$ cat config.mk
export PLATFORM = sky130hd
export DESIGN_NAME = hm_queue
export DESIGN_NICKNAME = d
export VERILOG_FILES = /design/src/rtl/core/hm_pkg.sv /design/src/rtl/core/hm_queue.sv
export SDC_FILE = /design/constraint.sdc
export NUM_CORES = 1
export LEC_CHECK = 0
export ABC_AREA = 1
export BUFFER_PORTS_ARGS = -buffer_cell sky130_fd_sc_hd__buf_2
export CORE_MARGIN = 10
export CORE_UTILIZATION = 50
export CTS_BUF_LIST = sky130_fd_sc_hd__clkbuf_2
export DETAILED_ROUTE_END_ITERATION = 8
export GPL_TIMING_DRIVEN = 0
export PLACE_DENSITY = 0.73
export SLEW_MARGIN = 20
export SYNTH_ARGS = -nofsm -noshare
export SYNTH_HDL_FRONTEND = slang
export SYNTH_SLANG_ARGS = --single-unit
$ cat constraint.sdc
create_clock -name clk -period 3.6 [get_ports clk]
set_input_delay 0.54 -clock clk [delete_from_list [all_inputs] [get_ports clk]]
set_output_delay 0.54 -clock clk [all_outputs]
set_load 0.1 [all_outputs]
$ cat src/rtl/core/hm_pkg.sv
// Shared types and constants for the height map sampler.
`timescale 1ns / 1ps

package hm_pkg;

    localparam int COORD_W     = 17;
    localparam int IDX_W       = 8;
    localparam int SAMPLE_W    = 8;
    localparam int DIM_W       = 9;
    localparam int HEIGHT_W    = 24;
    localparam int OUT_FRAC    = 16;
    localparam int CFG_INDEX_W = 1;
    localparam int QUEUE_DEPTH = 4;
    localparam int QPTR_W      = $clog2(QUEUE_DEPTH);

    localparam logic [DIM_W-1:0] DIM_RESET = 9'd256;

    typedef enum logic
    {
        REQ_WRITE = 1'b0,
        REQ_QUERY = 1'b1
    } req_type_t;

    typedef enum logic [CFG_INDEX_W-1:0]
    {
        CFG_MAP_WIDTH  = 1'b0,
        CFG_MAP_LENGTH = 1'b1
    } cfg_index_t;

    typedef struct packed
    {
        logic                is_query;
        logic                write_ok;
        logic                outside;
        logic                clamp_x;
        logic                clamp_z;
        logic [IDX_W-1:0]    write_col;
        logic [IDX_W-1:0]    write_row;
        logic [SAMPLE_W-1:0] write_value;
        logic [COORD_W-1:0]  query_x;
        logic [COORD_W-1:0]  query_z;
    } item_t;

    typedef struct packed
    {
        logic full;
        logic empty;
    } qstat_t;

endpackage

$ cat src/rtl/core/hm_queue.sv
// Short request queue between front end and back end.
`timescale 1ns / 1ps

module hm_queue
(
    input  logic            clk,
    input  logic            rst_n,
    input  logic            push,
    input  hm_pkg::item_t   din,
    input  logic            pop,
    output hm_pkg::item_t   dout,
    output hm_pkg::qstat_t  stat
);

    localparam int PW = hm_pkg::QPTR_W;

    hm_pkg::item_t   mem_reg [hm_pkg::QUEUE_DEPTH];
    logic [PW-1:0]   wr_ptr_reg;
    logic [PW-1:0]   rd_ptr_reg;
    logic [PW:0]     count_reg;
    logic [PW:0]     count_next;

    always_ff @(posedge clk)
    begin
        if (push)
        begin
            mem_reg[wr_ptr_reg] <= din;
        end
    end

    always_comb
    begin
        count_next = count_reg;
        if (push && !pop)
        begin
            count_next = count_reg + (PW+1)'(1);
        end
        else if (pop && !push)
        begin
            count_next = count_reg - (PW+1)'(1);
        end
    end

    always_ff @(posedge clk or negedge rst_n)
    begin
        if (!rst_n)
        begin
            wr_ptr_reg <= '0;
            rd_ptr_reg <= '0;
            count_reg  <= '0;
        end
        else
        begin
            if (push)
            begin
                wr_ptr_reg <= wr_ptr_reg + PW'(1);
            end
            if (pop)
            begin
                rd_ptr_reg <= rd_ptr_reg + PW'(1);
            end
            count_reg <= count_next;
        end
    end

    assign dout       = mem_reg[rd_ptr_reg];
    assign stat.full  = (count_reg == (PW+1)'(hm_pkg::QUEUE_DEPTH));
    assign stat.empty = (count_reg == '0);

endmodule

# ---- Word level (Yosys, flattened, before mapping)
# Memory sizes are Yosys's and may differ from the RTL's.
# Index checks and enable logic that the tools add are counted.
dict set report classes {
  n_addsub 4
  mul 0
  n_div 0
  magnitude_cmp 0
  n_eq_ne 1
  shift 0
  mux 4
  bitwise_logic 0
  reduce_logical 6
}
# cell count
set ops {}
lappend ops {{3-bit 2-to-1 mux} 2}
lappend ops {{2-bit by 1-bit adder with 2-bit output, second input constant} 2}
lappend ops {{3-bit by 1-bit adder with 3-bit output, second input constant} 1}
lappend ops {{3-bit equality test, second input constant} 1}
lappend ops {{3-bit zero test} 1}
lappend ops {{3-bit by 1-bit subtractor with 3-bit output, second input constant} 1}
lappend ops {{1-bit logical AND} 2}
lappend ops {{1-bit zero test} 2}
lappend ops {{1-bit 2-to-1 mux} 2}
lappend ops {{2-bit nonzero test} 1}
dict set report totals {
  reg_bits 7
  latch_bits 0
  ram_bits 252
  rom_bits 0
  in_bits 67
  output_inout_bits 65
  elab_cells 19
  n_memories 1
}
# memory depth width rd rd_clocked_by_memory_dff write_ports line_no
set memory_table {}
lappend memory_table {mem_reg 4 63 1 0 1 hm_queue.sv:17} ;# hm_pkg::item_t mem_reg [hm_pkg::QUEUE_DEPTH];

# ---- Logic depth before layout (Yosys ltp)
dict set report depth {
  word_depth 4
  mapped_depth 9
  ltp_nobuf 9
}

# ---- Worst setup path before layout
# OpenSTA, ideal clock, no wires.
dict set report synth_path {
  path_kind {reg2out}
  startpoint {register count_reg[0]}
  endpoint {output port stat[0] in the netlist's numbering}
  arrival_ns 2.504
  required_ns 3.060
  setup_slack_ns 0.556
  path_stages_with_launch 2
  path_buffers 0
  cell_sequence {dfrtp_1 nor3_1}
}
# item line_no
set synth_lines {}
lappend synth_lines {{start: declaration} hm_queue.sv:20} ;# logic [PW:0] count_reg;
lappend synth_lines {{start signal: assignment} hm_queue.sv:62} ;# count_reg <= count_next;
lappend synth_lines {{end: declaration} hm_queue.sv:12} ;# output hm_pkg::qstat_t stat

==> flow_summary.json <==
{
  "outcome": "finished clean",
  "start_util_pct": 50.5,
  "die_area_sq_um": 27400,
  "clock_skew_ns": 0.0600,
  "synth.largest_area_cell": "edfxtp_1",
  "cts_buffers": 67,
  "area.sequential_sq_um": 7740,
  "placement_rows": 53,
  "drc": 0,
  "synth_top_area_share_pct": 71.4,
  "period_minus_slack_ns": 3.08,
  "arrival_ns": 2.54,
  "htreeDepth": 3,
  "ios": 132,
  "synth_nets": 855,
  "grt_pass1_vias": 7130,
  "hold_viol": 0,
  "yosysWarnings": 0,
  "grt_remaining_overflow": 0,
  "vias": 6820,
  "hold_class": "in -> async",
  "nets": 1125,
  "clockRootBuffer": "clkbuf_2",
  "numPortBuffers": 131,
  "final_cell_count_no_fill": 1373,
  "rsz0062_at_grt": "false",
  "required_ns": 3.06,
  "grt_pass1_wl_microns": 36300,
  "drt_pass1_iterations": 5,
  "cap_violations": 0,
  "min_period_over_period_pct": 85.6,
  "worst-setup-path-type": "reg -> out",
  "setup_viol": 0,
  "tightest_slew_ns": 0.542,
  "final_common_cell": "edfxtp_1",
  "grt_antenna_before_repair": 3,
  "place.gp.congestion": 0.771,
  "grt_usage_pct": 17.3,
  "slew_violations": 0,
  "path_max_fanout": 10,
  "wl_per_cell_microns": 17.2,
  "slew_headroom_pct": 63.9,
  "fmax_mhz": 325,
  "hold_slack_ns": 0.107,
  "critPathLaunchType": "flip-flop",
  "core-area_sq_um": 21000,
  "area_growth_pct": 22.5,
  "synth.distinct_cells": 20,
  "hpwl_microns": 13800,
  "endpoint_kind": "output pin",
  "synth-seq-cells": 259,
  "layout-drive-gt1-share_pct": 29.2,
  "fillers": 1623,
  "finalInstanceArea_sq_um": 13000,
  "numPlacedInstances": 1192,
  "ant_nets": 0,
  "drt_iter0_markers": 431,
  "crit_start": "rd_ptr_reg[1]$_DFFE_PN0P_",
  "multiInputGateArea_sq_um": 2030,
  "clk_latency_ns": 0.78,
  "clk_pin_slew_ns": 0.10,
  "wl_microns": 23600,
  "seq_area_frac_synth_pct": 73.1,
  "rr_startpoint": "wr_ptr_reg[0]$_DFFE_PN0P_",
  "cts_tree": "done",
  "final_cell_mix": "252 x edfxtp_1, 202 x nand2_1, 156 x buf_2",
  "die_y_microns": 166,
  "die_w_microns": 166,
  "placed_area_sq_um": 11700,
  "largest_reg_flops": 252,
  "via_per_inst": 4.97,
  "synth_cells": 782,
  "netlist_area_sq_um": 10600,
  "synth.area.top_cells": "edfxtp_1 71%, nand2_1 7.2%, o211ai_1 6.3%, inv_1 4.9%, o211ai_2 4.4%",
  "cts_sinks": 259,
  "cts_resized": 0,
  "grt_max_degree": 43,
  "cts_buffer_depth": 3,
  "syn_area_per_cell_sq_um": 13.5
}
## layout make-up
type	count	area share, %
Antenna cell	3	0.0579
Buffer	42	2.28
Clock buffer	101	3.90
Clock inverter	11	0.752
Inverter	138	4.09
Multi-Input combinational cell	343	15.7
Sequential cell	259	59.7
Tap cell	275	2.65
Timing Repair Buffer	201	10.9
## synth_stat cells (all sizes together)
cell type and instances:
buf 39, clkbuf 3, dfrtp 7, edfxtp 252, fa 1, ha 5
inv 138, nand2 202, nand3 1, nand4 1, nor3 2, o211ai 126
o21ai 1, xnor2 1, xor2 3
## kinds of logic after synthesis
group	Yosys count	synth area share (%)
xor gates and xnor gates	4	0.331
adders and majority gates	6	0.780
AOI/OAI and AO/OA	127	10.7
and+or+nand+nor	206	7.36
DFF	259	73.1
buffers and inverters	180	7.70
## layer usage
metal,vias to the layer above,track usage (%),routed length (microns)
met1,3263,19.6,9390
met2,212,29.9,12200
met5,-,0,0
met3,39,4.59,1560
met4,0,7.78,468
li1,3306,-,-
## critical path: stages, from the launching register on
cell,delay [ns]
dfrtp_1,0.34
buf_4,0.21
clkbuf_1,0.46
o211ai_1,0.18
nand2_1,0.14
buf_2,0.44
## timing repair
| item | CTS | global route |
|---|---|---|
| hold endpoints to repair | 261 | 0 |
| buffers inserted | 0 | 0 |
| hold buffers | 66 | 0 |
| endpoints found under the setup margin | 0 | 0 |
## per-stage QoR
step	worst slack [ns]	utilization, %	TNS, ns
final	0.519	61.9	0
after global routing	0.282	61.9	0
after CTS	0.399	61.9	0
after detailed placement	1.30	55.9	0
after global placement	-0.0291	55.3	-3.29
after floorplan	0.556	-	0
## final timing paths
check | slack [ns] | end | cells past startpoint
worst max-delay path | 0.52 | dout[54] | 5
worst min-delay path | 0.11 | wr_ptr_reg[0]$_DFFE_PN0P_ | 2
worst max register to register | 1.84 | mem_reg[0][35]$_DFFE_PP_ | 5
worst min register to register | 0.53 | wr_ptr_reg[0]$_DFFE_PN0P_ | 1
max in group asynchronous | 2.80 | count_reg[2]$_DFFE_PN0P_ | 3
min in group clk | 0.19 | count_reg[0]$_DFFE_PN0P_ | 3
Power is left out: the tool's default activity adds up to more than one toggle a clock period on the data nets, which glitch-free logic cannot reach.
