==> src/rtl/core/hm_pkg.sv <==
// Shared types and constants for the height map sampler.
`timescale 1ns / 1ps

package hm_pkg;

    localparam int COORD_W     = 17;
    localparam int IDX_W       = 8;
    localparam int SAMPLE_W    = 8;
    localparam int DIM_W       = 9;
    localparam int HEIGHT_W    = 24;
    localparam int OUT_FRAC    = 16;
    localparam int CFG_INDEX_W = 1;
    localparam int QUEUE_DEPTH = 4;
    localparam int QPTR_W      = $clog2(QUEUE_DEPTH);

    localparam logic [DIM_W-1:0] DIM_RESET = 9'd256;

    typedef enum logic
    {
        REQ_WRITE = 1'b0,
        REQ_QUERY = 1'b1
    } req_type_t;

    typedef enum logic [CFG_INDEX_W-1:0]
    {
        CFG_MAP_WIDTH  = 1'b0,
        CFG_MAP_LENGTH = 1'b1
    } cfg_index_t;

    typedef struct packed
    {
        logic                is_query;
        logic                write_ok;
        logic                outside;
        logic                clamp_x;
        logic                clamp_z;
        logic [IDX_W-1:0]    write_col;
        logic [IDX_W-1:0]    write_row;
        logic [SAMPLE_W-1:0] write_value;
        logic [COORD_W-1:0]  query_x;
        logic [COORD_W-1:0]  query_z;
    } item_t;

    typedef struct packed
    {
        logic full;
        logic empty;
    } qstat_t;

endpackage

==> src/rtl/core/hm_if.sv <==
// Request and response channel interfaces of the height map sampler.
`timescale 1ns / 1ps

interface hm_req_if;
    logic                                valid;
    logic                                ready;
    logic                                req_type;
    logic [hm_pkg::IDX_W-1:0]            write_col;
    logic [hm_pkg::IDX_W-1:0]            write_row;
    logic [hm_pkg::SAMPLE_W-1:0]         write_value;
    logic signed [hm_pkg::COORD_W-1:0]   query_x;
    logic signed [hm_pkg::COORD_W-1:0]   query_z;

    modport source
    (
        output valid, req_type, write_col, write_row, write_value, query_x, query_z,
        input  ready
    );

    modport sink
    (
        input  valid, req_type, write_col, write_row, write_value, query_x, query_z,
        output ready
    );
endinterface


==> src/rtl/core/hm_front.sv <==
// Front end: configuration registers, request acceptance and classification.
`timescale 1ns / 1ps

module hm_front #(
    parameter int MAP_SIZE  = 256,
    parameter int FRAC_BITS = 8
)
(
    input  logic                            clk,
    input  logic                            rst_n,
    input  logic                            cfg_we,
    input  logic [hm_pkg::CFG_INDEX_W-1:0]  cfg_index,
    input  logic [hm_pkg::DIM_W-1:0]        cfg_data,
    hm_req_if.sink                          req,
    input  hm_pkg::qstat_t                  q_stat,
    output logic                            q_push,
    output hm_pkg::item_t                   q_item
);

    localparam int CW_ = hm_pkg::COORD_W;
    localparam logic [CW_-1:0] SIZE_C = CW_'(MAP_SIZE);

    logic [hm_pkg::DIM_W-1:0] map_width_reg;
    logic [hm_pkg::DIM_W-1:0] map_length_reg;
    logic [CW_-1:0]           width_eff;
    logic [CW_-1:0]           length_eff;
    logic [CW_-1:0]           ix;
    logic [CW_-1:0]           iz;

    always_ff @(posedge clk or negedge rst_n)
    begin
        if (!rst_n)
        begin
            map_width_reg  <= hm_pkg::DIM_RESET;
            map_length_reg <= hm_pkg::DIM_RESET;
        end
        else if (cfg_we)
        begin
            unique case (cfg_index)
                hm_pkg::CFG_MAP_WIDTH:  map_width_reg  <= cfg_data;
                hm_pkg::CFG_MAP_LENGTH: map_length_reg <= cfg_data;
            endcase
        end
    end

    always_comb
    begin
        width_eff  = (CW_'(map_width_reg) > SIZE_C) ? SIZE_C : CW_'(map_width_reg);
        length_eff = (CW_'(map_length_reg) > SIZE_C) ? SIZE_C : CW_'(map_length_reg);
        ix = CW_'(req.query_x[CW_-1:FRAC_BITS]);
        iz = CW_'(req.query_z[CW_-1:FRAC_BITS]);

        q_item.is_query    = (req.req_type == hm_pkg::REQ_QUERY);
        q_item.write_ok    = (CW_'(req.write_col) < SIZE_C) && (CW_'(req.write_row) < SIZE_C);
        q_item.outside     = req.query_x[CW_-1] || req.query_z[CW_-1] ||
                             (ix >= width_eff) || (iz >= length_eff);
        q_item.clamp_x     = (ix + CW_'(1)) >= width_eff;
        q_item.clamp_z     = (iz + CW_'(1)) >= length_eff;
        q_item.write_col   = req.write_col;
        q_item.write_row   = req.write_row;
        q_item.write_value = req.write_value;
        q_item.query_x     = req.query_x;
        q_item.query_z     = req.query_z;
    end

    assign req.ready = !q_stat.full;
    assign q_push    = req.valid && !q_stat.full;

endmodule

==> src/flat_wrapper.sv <==
// flat-port wrapper written by rule: the top's interface ports become plain ports
module hm_front_flat 
#(
    parameter int MAP_SIZE  = 256,
    parameter int FRAC_BITS = 8
)
  (clk, rst_n, cfg_we, cfg_index, cfg_data, q_stat, q_push, q_item, req_valid, req_req_type, req_write_col, req_write_row, req_write_value, req_query_x, req_query_z, req_ready);
  hm_req_if req_i ();
  input  logic clk;
  input  logic rst_n;
  input  logic cfg_we;
  input  logic [hm_pkg::CFG_INDEX_W-1:0] cfg_index;
  input  logic [hm_pkg::DIM_W-1:0] cfg_data;
  input  hm_pkg::qstat_t q_stat;
  output logic q_push;
  output hm_pkg::item_t q_item;
  input wire logic [$bits(req_i.valid)-1:0] req_valid;
  input wire logic [$bits(req_i.req_type)-1:0] req_req_type;
  input wire logic [$bits(req_i.write_col)-1:0] req_write_col;
  input wire logic [$bits(req_i.write_row)-1:0] req_write_row;
  input wire logic [$bits(req_i.write_value)-1:0] req_write_value;
  input wire logic [$bits(req_i.query_x)-1:0] req_query_x;
  input wire logic [$bits(req_i.query_z)-1:0] req_query_z;
  output wire logic [$bits(req_i.ready)-1:0] req_ready;
  assign req_i.valid = req_valid;
  assign req_i.req_type = req_req_type;
  assign req_i.write_col = req_write_col;
  assign req_i.write_row = req_write_row;
  assign req_i.write_value = req_write_value;
  assign req_i.query_x = req_query_x;
  assign req_i.query_z = req_query_z;
  assign req_ready = req_i.ready;
  hm_front #(.MAP_SIZE(MAP_SIZE), .FRAC_BITS(FRAC_BITS)) u_core (.clk(clk), .rst_n(rst_n), .cfg_we(cfg_we), .cfg_index(cfg_index), .cfg_data(cfg_data), .req(req_i), .q_stat(q_stat), .q_push(q_push), .q_item(q_item));
endmodule
==> config.mk <==
export PLATFORM = sky130hd
export DESIGN_NAME = hm_front_flat
export DESIGN_NICKNAME = d
export VERILOG_FILES = /design/src/rtl/core/hm_pkg.sv /design/src/rtl/core/hm_if.sv /design/src/rtl/core/hm_front.sv /design/src/flat_wrapper.sv
export SDC_FILE = /design/constraint.sdc
export NUM_CORES = 1
export LEC_CHECK = 0
export BUFFER_PORTS_ARGS = -buffer_cell sky130_fd_sc_hd__buf_4
export CAP_MARGIN = 20
export CORE_MARGIN = 4
export CORE_UTILIZATION = 47
export DETAILED_ROUTE_END_ITERATION = 8
export PLACE_DENSITY = 0.9
export SYNTH_ARGS = -nofsm -noshare
export SYNTH_HDL_FRONTEND = slang
export SYNTH_SLANG_ARGS = --single-unit
==> constraint.sdc <==
create_clock -name clk -period 3.3 [get_ports clk]
set_input_delay 0.33 -clock clk [delete_from_list [all_inputs] [get_ports clk]]
set_output_delay 0.33 -clock clk [all_outputs]
set_load 0.05 [all_outputs]
== After elaboration in Yosys (flattened, before gate mapping) ==
Index checks and enable logic that the tools add are counted.
Operators by class
  order comparisons: 6
  bitwise logic cells: 1
  muxes and demuxes: 2
  reductions and logical operators: 7
  add/sub/neg operators: 2
Operator list (number)
  $ge A17 B17 Y1: 2
  $ge A9 B17 Y1: 2
  $add A9 B1 Y10 const B: 2
  $gt A9 B9 Y1 const B: 2
  $mux W9: 2
  $reduce_and A2 Y1: 2
  $logic_or A1 B1 Y1: 3
  $logic_and A1 B1 Y1: 1
  $logic_not A1 Y1: 1
  $not A1 Y1: 1
Storage, ports and cells
  input port bits: 75
  flip-flop bits (word level): 18
  output and inout port bits: 65
  logic and storage cells: 20

== Longest topological paths before layout ==
Gate-level depths: netlist of run 1.
  word-level depth: 5
  gate-level depth with buffers: 9
  gate-level depth less buffers: 9

== Worst setup path after synthesis of run 1 ==
Ideal clock, no wire load.
  path kind: input port to output port
  start point: input port req_query_z[12]
  end point: output port q_item[58] (netlist bit)
  stages: 8
  path buffers: 0
  arrival: 2.002 ns
  slack: 0.968 ns
  required time: 2.970 ns
  cells stage by stage: and3_4 and3_2 xor2_1 ha_1 and4_1 o211ai_1 a21oi_1 nand4b_1
RTL lines
  from (decl): line flat_wrapper.sv:23  | input wire logic [$bits(req_i.query_z)-1:0] req_query_z;
  to (decl): line flat_wrapper.sv:16  | output hm_pkg::item_t q_item;

==> impl_metrics.py, run 1 <==
metrics = {
    "drt": {
        "wl_met2_um": 2330,
        "routed_wl_um": 4368,
        "drtIter0Drc": 50,
        "viasPerCell": 5.537,
        "num_vias": 1639,
        "firstDrtPassIters": 4,
        "drc": 0,
        "maxUsedRoutingLayer": "met4",
        "routedWlPerCell_um": 14.76,
        "drt-met1-wl_um": 1705,
        "antenna_left": 0,
        "wl_met3_um": 253,
    },
    "global_routing": {
        "antenna_found_initial": 0,
        "grt_max_degree": 19,
        "grt_use_total_pct": 14.86,
        "grt-ovfl-total": 0,
        "grt_pass1_vias": 1728,
        "grt_first_pass_wirelength_um": 7314,
    },
    "floorplan": {
        "fp.dieArea_mm2": 0.005913,
        "ios": 140,
        "die_h_um": 76.90,
        "die_x_um": 76.90,
        "core-area_mm2": 0.004474,
        "start_util_pct": 49.86,
        "core.rowCount": 24,
    },
    "synth": {
        "synthFlopType": "dfrtp_1",
        "yosys.area.top_type": "ha_1",
        "syn-num-nets": 358,
        "synthCells": 245,
        "ys_warn_count": 0,
        "ys_types": 31,
        "synth_seq_cells": 18,
        "synthTopCellsByArea": "ha_1 (21%), buf_4 (20%), dfrtp_1 (18%)",
        "async_flop_share_pct": 100.0,
        "avgSynthCellArea_um2": 9.106,
        "synth_top_area_share_pct": 21.31,
        "synth_edf_count": 0,
        "syn_area_mm2": 0.002231,
        "ys_seq_area_share_pct": 20.30,
    },
    "timing": {
        "max_slew_margin_pct": 48.17,
        "final.setup.tns_ns": 0,
        "clock_skew_ns": 0,
        "final-setup-viol-count": 0,
        "max_freq_mhz": 371.9,
        "maxSlewViolCount": 0,
        "grt_setup_unrepaired": "no",
        "post-route-min-period_ns": 2.689,
        "worstMarginPinSlew_ns": 0.7758,
        "hold_violations": 0,
        "period_share_pct": 81.48,
        "whs_ns": 0.2940,
    },
    "clock_tree": {
        "root_buffer": "clkbuf_8",
        "numCtsBuffers": 3,
        "clk-insertion-delay-late_ns": 0.25,
        "clockBufferDepth": 2,
        "cts_sinks": 18,
        "tritoncts": "done",
        "clkTransAtPathRegs_ns": 0.07,
        "cts_htree_levels": 1,
    },
    "setup_path": {
        "required_ns": 2.97,
        "cp_cell_sequence": "clkinv_1 > nand2_1 > ha_1 > a21oi_1 > o21ai_0 > a221oi_2 > nand3_1 > buf_4",
        "path_max_fanout": 8,
        "criticalPathCategory": "reg2out",
        "worstPathArrival_ns": 2.36,
        "cpPeakStageDelay_ns": 0.57,
        "start_kind": "register",
        "end_kind": "output port",
        "cp_slowest_cell": "dfstp_2",
    },
    "power": {
        "comb_power_share_pct": 47.6,
        "ir_worst_vdd_mv": 0.3365,
        "clkPwrFrac_pct": 20.6,
        "total_leakage_power_nw": 1.118,
        "switchingPower_uw": 326.1,
        "power.density_mw_per_mm2": 370.3,
        "sequentialPowerShare_pct": 31.8,
        "p_sw_share_pct": 37.99,
        "p_int_uw": 532.4,
    },
    "final_layout": {
        "final_nets": 358,
        "num-fill-cells": 389,
        "seq_area_um2": 452.9,
        "multiInputGateArea_mm2": 0.001292,
        "syn_to_final_growth_pct": 3.926,
        "drive_gt1_share_pct": 35.25,
        "diodes": 0,
    },
    "flow_run": {
        "cap_violations": 0,
    },
    "placed_design": {
        "dp_hpwl_um": 3618,
        "io_buffers": 55,
        "place_congestion": 0.8496,
    },
    "status": {
        "status": "finished, final reports clean",
    },
    "min_path": {
        "min_path_type": "in2reg",
    },
}
synthesized netlist by cell type (3+ instances only):
master / instances
xor2_1: 6
ha_1: 38
o21ai_0: 7
nand3_1: 11
a21boi_0: 3
xnor2_1: 8
nor2_1: 3
dfrtp_1: 16
inv_1: 6
a21oi_1: 12
and4_1: 3
buf_4: 60
and3_1: 3
nor2b_1: 8
mux2_2: 17
nand2_1: 21
cell usage in the layout, fill, tap and decap left out:
cell type | netlist | layout
inv_1 | 6 | 6
xor2_1 | 6 | 6
nand4_1 | 2 | 2
nor2b_1 | 8 | 8
nor2_2 | 2 | 2
nand3_1 | 11 | 11
nand4b_1 | 2 | 2
nor2_1 | 3 | 3
dfstp_2 | 2 | 2
dlygate4sd3_1 | 0 | 1
a21oi_1 | 12 | 12
mux2_2 | 17 | 17
and3_2 | 1 | 1
o21ai_1 | 1 | 1
nor4_1 | 1 | 1
xnor2_1 | 8 | 8
buf_4 | 60 | 55
dfrtp_1 | 16 | 16
o21ai_0 | 7 | 7
clkinv_1 | 2 | 2
ha_1 | 38 | 38
and3_1 | 3 | 3
and3_4 | 2 | 2
nand3_2 | 2 | 2
and4_1 | 3 | 3
o31ai_1 | 1 | 1
a221oi_2 | 1 | 1
clkbuf_8 | 0 | 4
a21boi_0 | 3 | 3
conb_1 | 1 | 1
nand2_1 | 21 | 21
o211ai_1 | 2 | 2
cells by family (layout without fill, tap and decap cells):
group / Yosys count / count (layout) / synth area share, %
buffers and inverters: 69 / 68 / 21.76
and+or+nand+nor: 61 / 61 / 15.20
adders and majority gates: 38 / 38 / 21.31
AOI/OAI and AO/OA: 27 / 27 / 7.178
DFF: 18 / 18 / 20.30
muxes: 17 / 17 / 8.581
xor gates and xnor gates: 14 / 14 / 5.496
other: 1 / 1 / 0.1681
routing by layer:
metal	track usage, %	up-vias
li1	-	793
met1	15.65	783
met2	28.40	47
met3	3.396	16
met4	5.435	0
met5	0	-
per-stage QoR:
step | worst slack [ns] | area (µm²) | cells | power, mW | utilization [%]
3_3_place_gp | 0.9238 | 2253 | 291 | 0.6600 | 50.36
6_report | 0.6112 | 2318 | 296 | 0.8586 | 51.82
5_1_grt | 0.3588 | 2318 | 296 | 0.9251 | 51.82
3_5_place_dp | 0.8922 | 2253 | 291 | 0.6824 | 50.36
4_1_cts | 0.6135 | 2318 | 296 | 0.8625 | 51.82
2_1_floorplan | 0.9683 | 2231 | 245 | 0.6950 | -
repair_timing:
action	CTS	global route
endpoints found under the hold margin	16	0
hold buffers	1	0
setup endpoints to repair	0	0
gates resized for setup	0	0
setup buffers	0	0
power groups by stage:
| stage | sequential [mW] | combinational, mW | clock [mW] |
|---|---|---|---|
| 3_5_place_dp | 0.277 | 0.405 | 0 |
| 2_1_floorplan | 0.272 | 0.423 | 0 |
| 5_1_grt | 0.278 | 0.460 | 0.187 |
| 4_1_cts | 0.274 | 0.411 | 0.178 |
| 6_report | 0.273 | 0.409 | 0.177 |
| 3_3_place_gp | 0.276 | 0.384 | 0 |
critical path: cells and delay by family (launching register included):
family | cells | cell delay (ns)
DFF | 1 | 0.57
and+or+nand+nor | 2 | 0.30
adders and majority gates | 1 | 0.25
buffers and inverters | 2 | 0.43
AOI/OAI and AO/OA | 3 | 0.57
final timing paths:
kind                                                      start                              endpoint  slack (ns)  depth (start not counted)
setup / recovery           u_core.map_length_reg[8]$_DFFE_PN1P_                            q_item[60]        0.61                          8
hold / removal                                      cfg_data[8]   u_core.map_width_reg[8]$_DFFE_PN1P_        0.29                          3
setup reg to reg            u_core.map_width_reg[8]$_DFFE_PN1P_   u_core.map_width_reg[8]$_DFFE_PN1P_        2.22                          2
hold reg to reg             u_core.map_width_reg[6]$_DFFE_PN0P_   u_core.map_width_reg[6]$_DFFE_PN0P_        0.51                          1
max in group asynchronous                                 rst_n  u_core.map_length_reg[8]$_DFFE_PN1P_        2.57                          2
min in group asynchronous                                 rst_n   u_core.map_width_reg[0]$_DFFE_PN0P_        0.48                          2
final cells by class:
| class | instances | share of cell area, % |
|---|---|---|
| clock buffers | 4 | 2.375 |
| inverters | 8 | 1.295 |
| multi-input cells | 158 | 55.75 |
| flip-flops and latches | 18 | 19.54 |
| well taps | 52 | 2.806 |
| repair buffers | 56 | 18.24 |
Note: power is estimated with default switching activity, not from simulation.
==> run 2, diff against run 1 <==
--- a/config.mk
+++ b/config.mk
@@ -8,9 +8,9 @@
 export BUFFER_PORTS_ARGS = -buffer_cell sky130_fd_sc_hd__buf_4
 export CAP_MARGIN = 20
 export CORE_MARGIN = 4
-export CORE_UTILIZATION = 47
+export CORE_UTILIZATION = 44
 export DETAILED_ROUTE_END_ITERATION = 8
-export PLACE_DENSITY = 0.9
+export PLACE_DENSITY = 0.85
 export SYNTH_ARGS = -nofsm -noshare
 export SYNTH_HDL_FRONTEND = slang
 export SYNTH_SLANG_ARGS = --single-unit
==> constraint.sdc (replaced) <==
create_clock -name clk -period 2.8 [get_ports clk]
set_input_delay 0.28 -clock clk [delete_from_list [all_inputs] [get_ports clk]]
set_output_delay 0.28 -clock clk [all_outputs]
set_load 0.05 [all_outputs]
==> run 2 against run 1 <==
Against the previous run: largest power group unchanged; clock power is 18% higher; combinational power is 16% higher; critical path depth stayed put.
==> impl_metrics.py, run 2 (synthesis results as in run 1) <==
metrics = {
    "status": {
        "status": "finished, final reports clean",
    },
    "global_routing": {
        "grt_first_pass_wirelength_um": 6893,
        "grt_pass1_vias": 1563,
        "grt-ovfl-total": 0,
        "grt_max_degree": 19,
        "grt_use_total_pct": 13.31,
        "antenna_found_initial": 0,
    },
    "clock_tree": {
        "cts_sinks": 18,
        "clockBufferDepth": 2,
        "cts_htree_levels": 1,
        "post-cts-setup-buffers": 0,
        "clk-insertion-delay-late_ns": 0.25,
        "clkTransAtPathRegs_ns": 0.07,
        "root_buffer": "clkbuf_8",
        "numCtsBuffers": 3,
        "tritoncts": "done",
    },
    "final_layout": {
        "layout_commonest_cell": "buf_4",
        "final_nets": 358,
        "diodes": 0,
        "seq_area_um2": 452.9,
        "final_cell_mix": "buf_4 (55), ha_1 (38), nand2_1 (21)",
        "syn_to_final_growth_pct": 4.936,
        "final_cell_area_mm2": 0.002341,
        "multiInputGateArea_mm2": 0.001292,
        "drive_gt1_share_pct": 35.66,
        "num-fill-cells": 461,
    },
    "power": {
        "p_sw_share_pct": 37.88,
        "comb_power_share_pct": 47.1,
        "switchingPower_uw": 381.8,
        "p_int_uw": 626.0,
        "clkPwrFrac_pct": 20.7,
        "power.density_mw_per_mm2": 430.5,
        "power_mw": 1.008,
        "total_leakage_power_nw": 1.117,
        "ir_worst_vdd_mv": 0.4314,
        "sequentialPowerShare_pct": 32.2,
    },
    "setup_path": {
        "end_kind": "output port",
        "criticalPathCategory": "reg2out",
        "required_ns": 2.52,
        "start_kind": "register",
        "path_max_fanout": 9,
        "worstPathArrival_ns": 2.29,
    },
    "floorplan": {
        "ios": 140,
        "fp.dieArea_mm2": 0.006273,
        "core-area_mm2": 0.004817,
        "core.rowCount": 25,
        "die_x_um": 79.21,
        "die_h_um": 79.21,
        "start_util_pct": 46.31,
    },
    "timing": {
        "post-route-min-period_ns": 2.570,
        "maxSlewViolCount": 0,
        "period_share_pct": 91.77,
        "fin_ws_ns": 0.2305,
        "clock_skew_ns": 0,
        "worstMarginPinSlew_ns": 0.8009,
        "final-setup-viol-count": 0,
        "max_freq_mhz": 389.2,
        "hold_violations": 0,
        "max_slew_margin_pct": 46.49,
        "grt_setup_unrepaired": "no",
        "final.setup.tns_ns": 0,
    },
    "placed_design": {
        "place_congestion": 0.8901,
        "dp_hpwl_um": 3644,
        "io_buffers": 55,
        "dpl-instance-area_mm2": 0.002272,
        "dp_slack_ns": 0.4790,
    },
    "flow_run": {
        "cap_violations": 0,
    },
    "drt": {
        "antenna_left": 0,
        "routed_wl_um": 4294,
        "num_vias": 1611,
        "drc": 0,
        "drtIter0Drc": 53,
        "viasPerCell": 5.180,
        "firstDrtPassIters": 4,
        "routedWlPerCell_um": 13.81,
    },
    "min_path": {
        "min_path_type": "in2reg",
    },
}
[run 2: cell type report]
cell class	instances	share of cell area (%)
sequential	18	19.35
tap	67	3.581
timing repair buffer	56	18.07
inverter	8	1.443
multi-input combinational	158	55.21
clock buffer	4	2.352
[run 2: critical path, cell delays in order (launching register included)]
cell and delay (ns):
dfstp_2 0.55, clkinv_1 0.22, nand2_1 0.18, ha_1 0.27, a21oi_1 0.15, a21boi_0 0.10, o31ai_1 0.25, nand3_1 0.11
buf_4 0.20
[run 2: power by group through the flow]
stage	sequential, mW	combinational [mW]	clock [mW]
finish	0.325	0.474	0.208
global route	0.328	0.537	0.222
CTS	0.324	0.479	0.211
detailed placement	0.328	0.473	0
global placement	0.325	0.454	0
floorplan	0.320	0.499	0
[run 2: per-layer routing]
| layer | track usage [%] | share of wire [%] | routed length [µm] | vias up |
|---|---|---|---|---|
| met3 | 3.288 | 5.5 | 238 | 14 |
| met5 | 0 | 0 | 0 | - |
| li1 | - | - | - | 791 |
| met1 | 16.27 | 41 | 1759 | 756 |
| met2 | 23.23 | 52 | 2213 | 50 |
| met4 | 3.436 | 1.9 | 82 | 0 |
[run 2: final timing paths]
| path | start | to | slack, ns | depth (start not counted) |
|---|---|---|---|---|
| worst max register to register | u_core.map_width_reg[8]$_DFFE_PN1P_ | u_core.map_width_reg[8]$_DFFE_PN1P_ | 1.72 | 2 |
| worst min-delay path | cfg_data[8] | u_core.map_width_reg[8]$_DFFE_PN1P_ | 0.25 | 3 |
| min in group asynchronous | rst_n | u_core.map_width_reg[0]$_DFFE_PN0P_ | 0.42 | 2 |
| max in group asynchronous | rst_n | u_core.map_width_reg[8]$_DFFE_PN1P_ | 2.13 | 2 |
| worst min register to register | u_core.map_length_reg[0]$_DFFE_PN0P_ | u_core.map_length_reg[0]$_DFFE_PN0P_ | 0.50 | 1 |
| worst max-delay path | u_core.map_width_reg[8]$_DFFE_PN1P_ | q_item[60] | 0.23 | 8 |
[run 2: repair_timing]
action | 4_1_cts | 5_1_grt
resized for setup | 0 | 1
endpoints found under the setup margin | 0 | 1
endpoints found under the hold margin | 16 | 0
hold buffers | 1 | 0
[run 2: metrics by stage]
| stage | cells | utilization, % | hold WS, ns |
|---|---|---|---|
| 4_1_cts | 311 | 48.52 | 0.2511 |
| 2_1_floorplan | 245 | - | -0.01559 |
| 5_1_grt | 311 | 48.60 | 0.2736 |
| 6_report | 311 | 48.60 | 0.2535 |
| 3_3_place_gp | 306 | 47.17 | 0.1557 |
| 3_5_place_dp | 306 | 47.17 | 0.1561 |
==> run 3, diff against run 2 <==
--- a/config.mk
+++ b/config.mk
@@ -11,6 +11,7 @@
 export CORE_UTILIZATION = 44
 export DETAILED_ROUTE_END_ITERATION = 8
 export PLACE_DENSITY = 0.85
+export REMOVE_ABC_BUFFERS = 1
 export SYNTH_ARGS = -nofsm -noshare
 export SYNTH_HDL_FRONTEND = slang
 export SYNTH_SLANG_ARGS = --single-unit
==> run 3 against run 2 <==
Against the previous run: clock power barely moved; critical path type unchanged; sequential cell count stayed put; sequential share of layout area unchanged; final cell count is the same; worst hold slack worse by 0.0065 ns; non-clock buffer count did not move; combinational power is essentially flat; register-to-register slack improved by 0.03 ns; sequential power barely moved; count of clock-buffer cells in the layout stayed put.
==> impl_metrics.py, run 3 (synthesis results as in run 1) <==
metrics = {
    "timing": {
        "maxSlewViolCount": 0,
        "period_share_pct": 91.85,
        "grt_setup_unrepaired": "no",
        "max_slew_margin_pct": 47.80,
        "whs_ns": 0.2470,
        "max_freq_mhz": 388.8,
        "fin_ws_ns": 0.2283,
        "final.setup.tns_ns": 0,
        "clock_skew_ns": 0,
        "worstMarginPinSlew_ns": 0.7814,
        "post-route-min-period_ns": 2.572,
        "hold_violations": 0,
        "final-setup-viol-count": 0,
    },
    "clock_tree": {
        "tritoncts": "done",
        "root_buffer": "clkbuf_8",
        "clk-insertion-delay-late_ns": 0.25,
        "clockBufferDepth": 2,
        "numCtsBuffers": 3,
        "cts_sinks": 18,
        "cts_htree_levels": 1,
        "clkTransAtPathRegs_ns": 0.07,
    },
    "floorplan": {
        "start_util_pct": 46.31,
        "ios": 140,
        "core.rowCount": 25,
        "fp.dieArea_mm2": 0.006273,
        "die_h_um": 79.21,
        "die_x_um": 79.21,
        "core-area_mm2": 0.004817,
    },
    "min_path": {
        "worstHoldStart": "cfg_data[8]",
        "min_path_type": "in2reg",
        "worstHoldEndpoint": "u_core.map_width_reg[8]$_DFFE_PN1P_",
        "hold_path_depth": 3,
    },
    "final_layout": {
        "layout_commonest_cell": "buf_4",
        "final_nets": 358,
        "syn_to_final_growth_pct": 4.936,
        "drive_gt1_share_pct": 35.66,
        "num-fill-cells": 454,
        "diodes": 0,
        "final_cell_mix": "buf_4 (55), ha_1 (38), nand2_1 (21)",
    },
    "power": {
        "clkPwrFrac_pct": 20.6,
        "total_leakage_power_nw": 1.117,
        "p_int_uw": 625.6,
        "sequentialPowerShare_pct": 32.1,
        "switchingPower_uw": 380.7,
        "comb_power_share_pct": 47.3,
        "power.density_mw_per_mm2": 429.9,
        "ir_worst_vdd_mv": 0.2761,
        "p_sw_share_pct": 37.83,
    },
    "drt": {
        "routed_wl_um": 6223,
        "firstDrtPassIters": 4,
        "routedWlPerCell_um": 20.01,
        "antenna_left": 0,
        "viasPerCell": 5.379,
        "drc": 0,
        "num_vias": 1673,
        "drtIter0Drc": 73,
    },
    "setup_path": {
        "rr_startpoint": "u_core.map_width_reg[8]$_DFFE_PN1P_",
        "start_kind": "register",
        "required_ns": 2.52,
        "reg2reg_to": "u_core.map_width_reg[8]$_DFFE_PN1P_",
        "criticalPathCategory": "reg2out",
        "worstPathArrival_ns": 2.29,
        "end_kind": "output port",
        "path_max_fanout": 8,
        "reg2reg_depth": 2,
        "reg2reg_slack_ns": 1.75,
    },
    "placed_design": {
        "dp_slack_ns": 0.4368,
        "dp_hpwl_um": 5508,
        "io_buffers": 55,
        "place_congestion": 0.9079,
    },
    "global_routing": {
        "grt_max_degree": 19,
        "grt_first_pass_wirelength_um": 9177,
        "grt-ovfl-total": 0,
        "grt_use_total_pct": 19.65,
        "antenna_found_initial": 0,
        "grt_pass1_vias": 1616,
    },
    "flow_run": {
        "cap_violations": 0,
    },
    "status": {
        "status": "finished, final reports clean",
    },
}
## run 3: critical path: stages (launching register included)
cell and delay (ns):
dfstp_2 0.58, clkinvlp_4 0.17, nand2_1 0.13, ha_1 0.24, a21oi_1 0.13, o21ai_0 0.16
a221oi_2 0.28, nand3_1 0.13, buf_4 0.21
## run 3: cell type report
cell class	count	area, µm²	share of cell area (%)
clock buffers	4	55.05	2.352
inverters	8	33.78	1.443
multi-input cells	158	1292	55.21
flip-flops and latches	18	452.9	19.35
well taps	67	83.83	3.581
repair buffers	56	422.9	18.07
## run 3: worst max-delay path by stage
stage,start,endpoint,slack [ns],cells past startpoint
2_1_floorplan,req_query_z[12],q_item[58],0.57,8
3_3_place_gp,u_core.map_length_reg[8]$_DFFE_PN1P_,q_item[60],0.52,8
3_5_place_dp,u_core.map_length_reg[8]$_DFFE_PN1P_,q_item[60],0.44,8
4_1_cts,u_core.map_length_reg[8]$_DFFE_PN1P_,q_item[60],0.14,8
5_1_grt,u_core.map_length_reg[8]$_DFFE_PN1P_,q_item[60],0.03,8
6_report,u_core.map_length_reg[8]$_DFFE_PN1P_,q_item[60],0.23,8
## run 3: layer usage
metal / vias to the layer above / GRT usage (%) / part of all wire (%)
li1: 787 / - / -
met5: - / 6.364 / 0.69
met1: 771 / 17.95 / 33
met4: 2 / 2.577 / 0.61
met2: 107 / 27.78 / 41
met3: 6 / 24.38 / 25
## run 3: repair_timing
| item | in CTS | in global routing |
|---|---|---|
| setup endpoints to repair | 0 | 1 |
| endpoints found under the hold margin | 16 | 0 |
| hold buffers | 1 | 0 |
| gates resized for setup | 0 | 1 |
| setup buffers | 0 | 0 |
## run 3: stage by stage
stage               power (mW)  util [%]  std cells  instance area [µm²]
global placement        0.7797     47.17        306                 2272
detailed placement      0.7993     47.17        306                 2272
finish                   1.006     48.60        311                 2341
global route             1.088     48.60        311                 2341
floorplan               0.5903         -        184                 1775
CTS                      1.013     48.52        311                 2337
## run 3: power groups by stage
| stage | Combinational, mW | Clock (mW) | Sequential (mW) |
|---|---|---|---|
| 2_1_floorplan | 0.270 | 0 | 0.320 |
| 6_report | 0.476 | 0.207 | 0.323 |
| 5_1_grt | 0.533 | 0.227 | 0.327 |
| 3_5_place_dp | 0.472 | 0 | 0.327 |
| 4_1_cts | 0.477 | 0.214 | 0.322 |
| 3_3_place_gp | 0.455 | 0 | 0.325 |
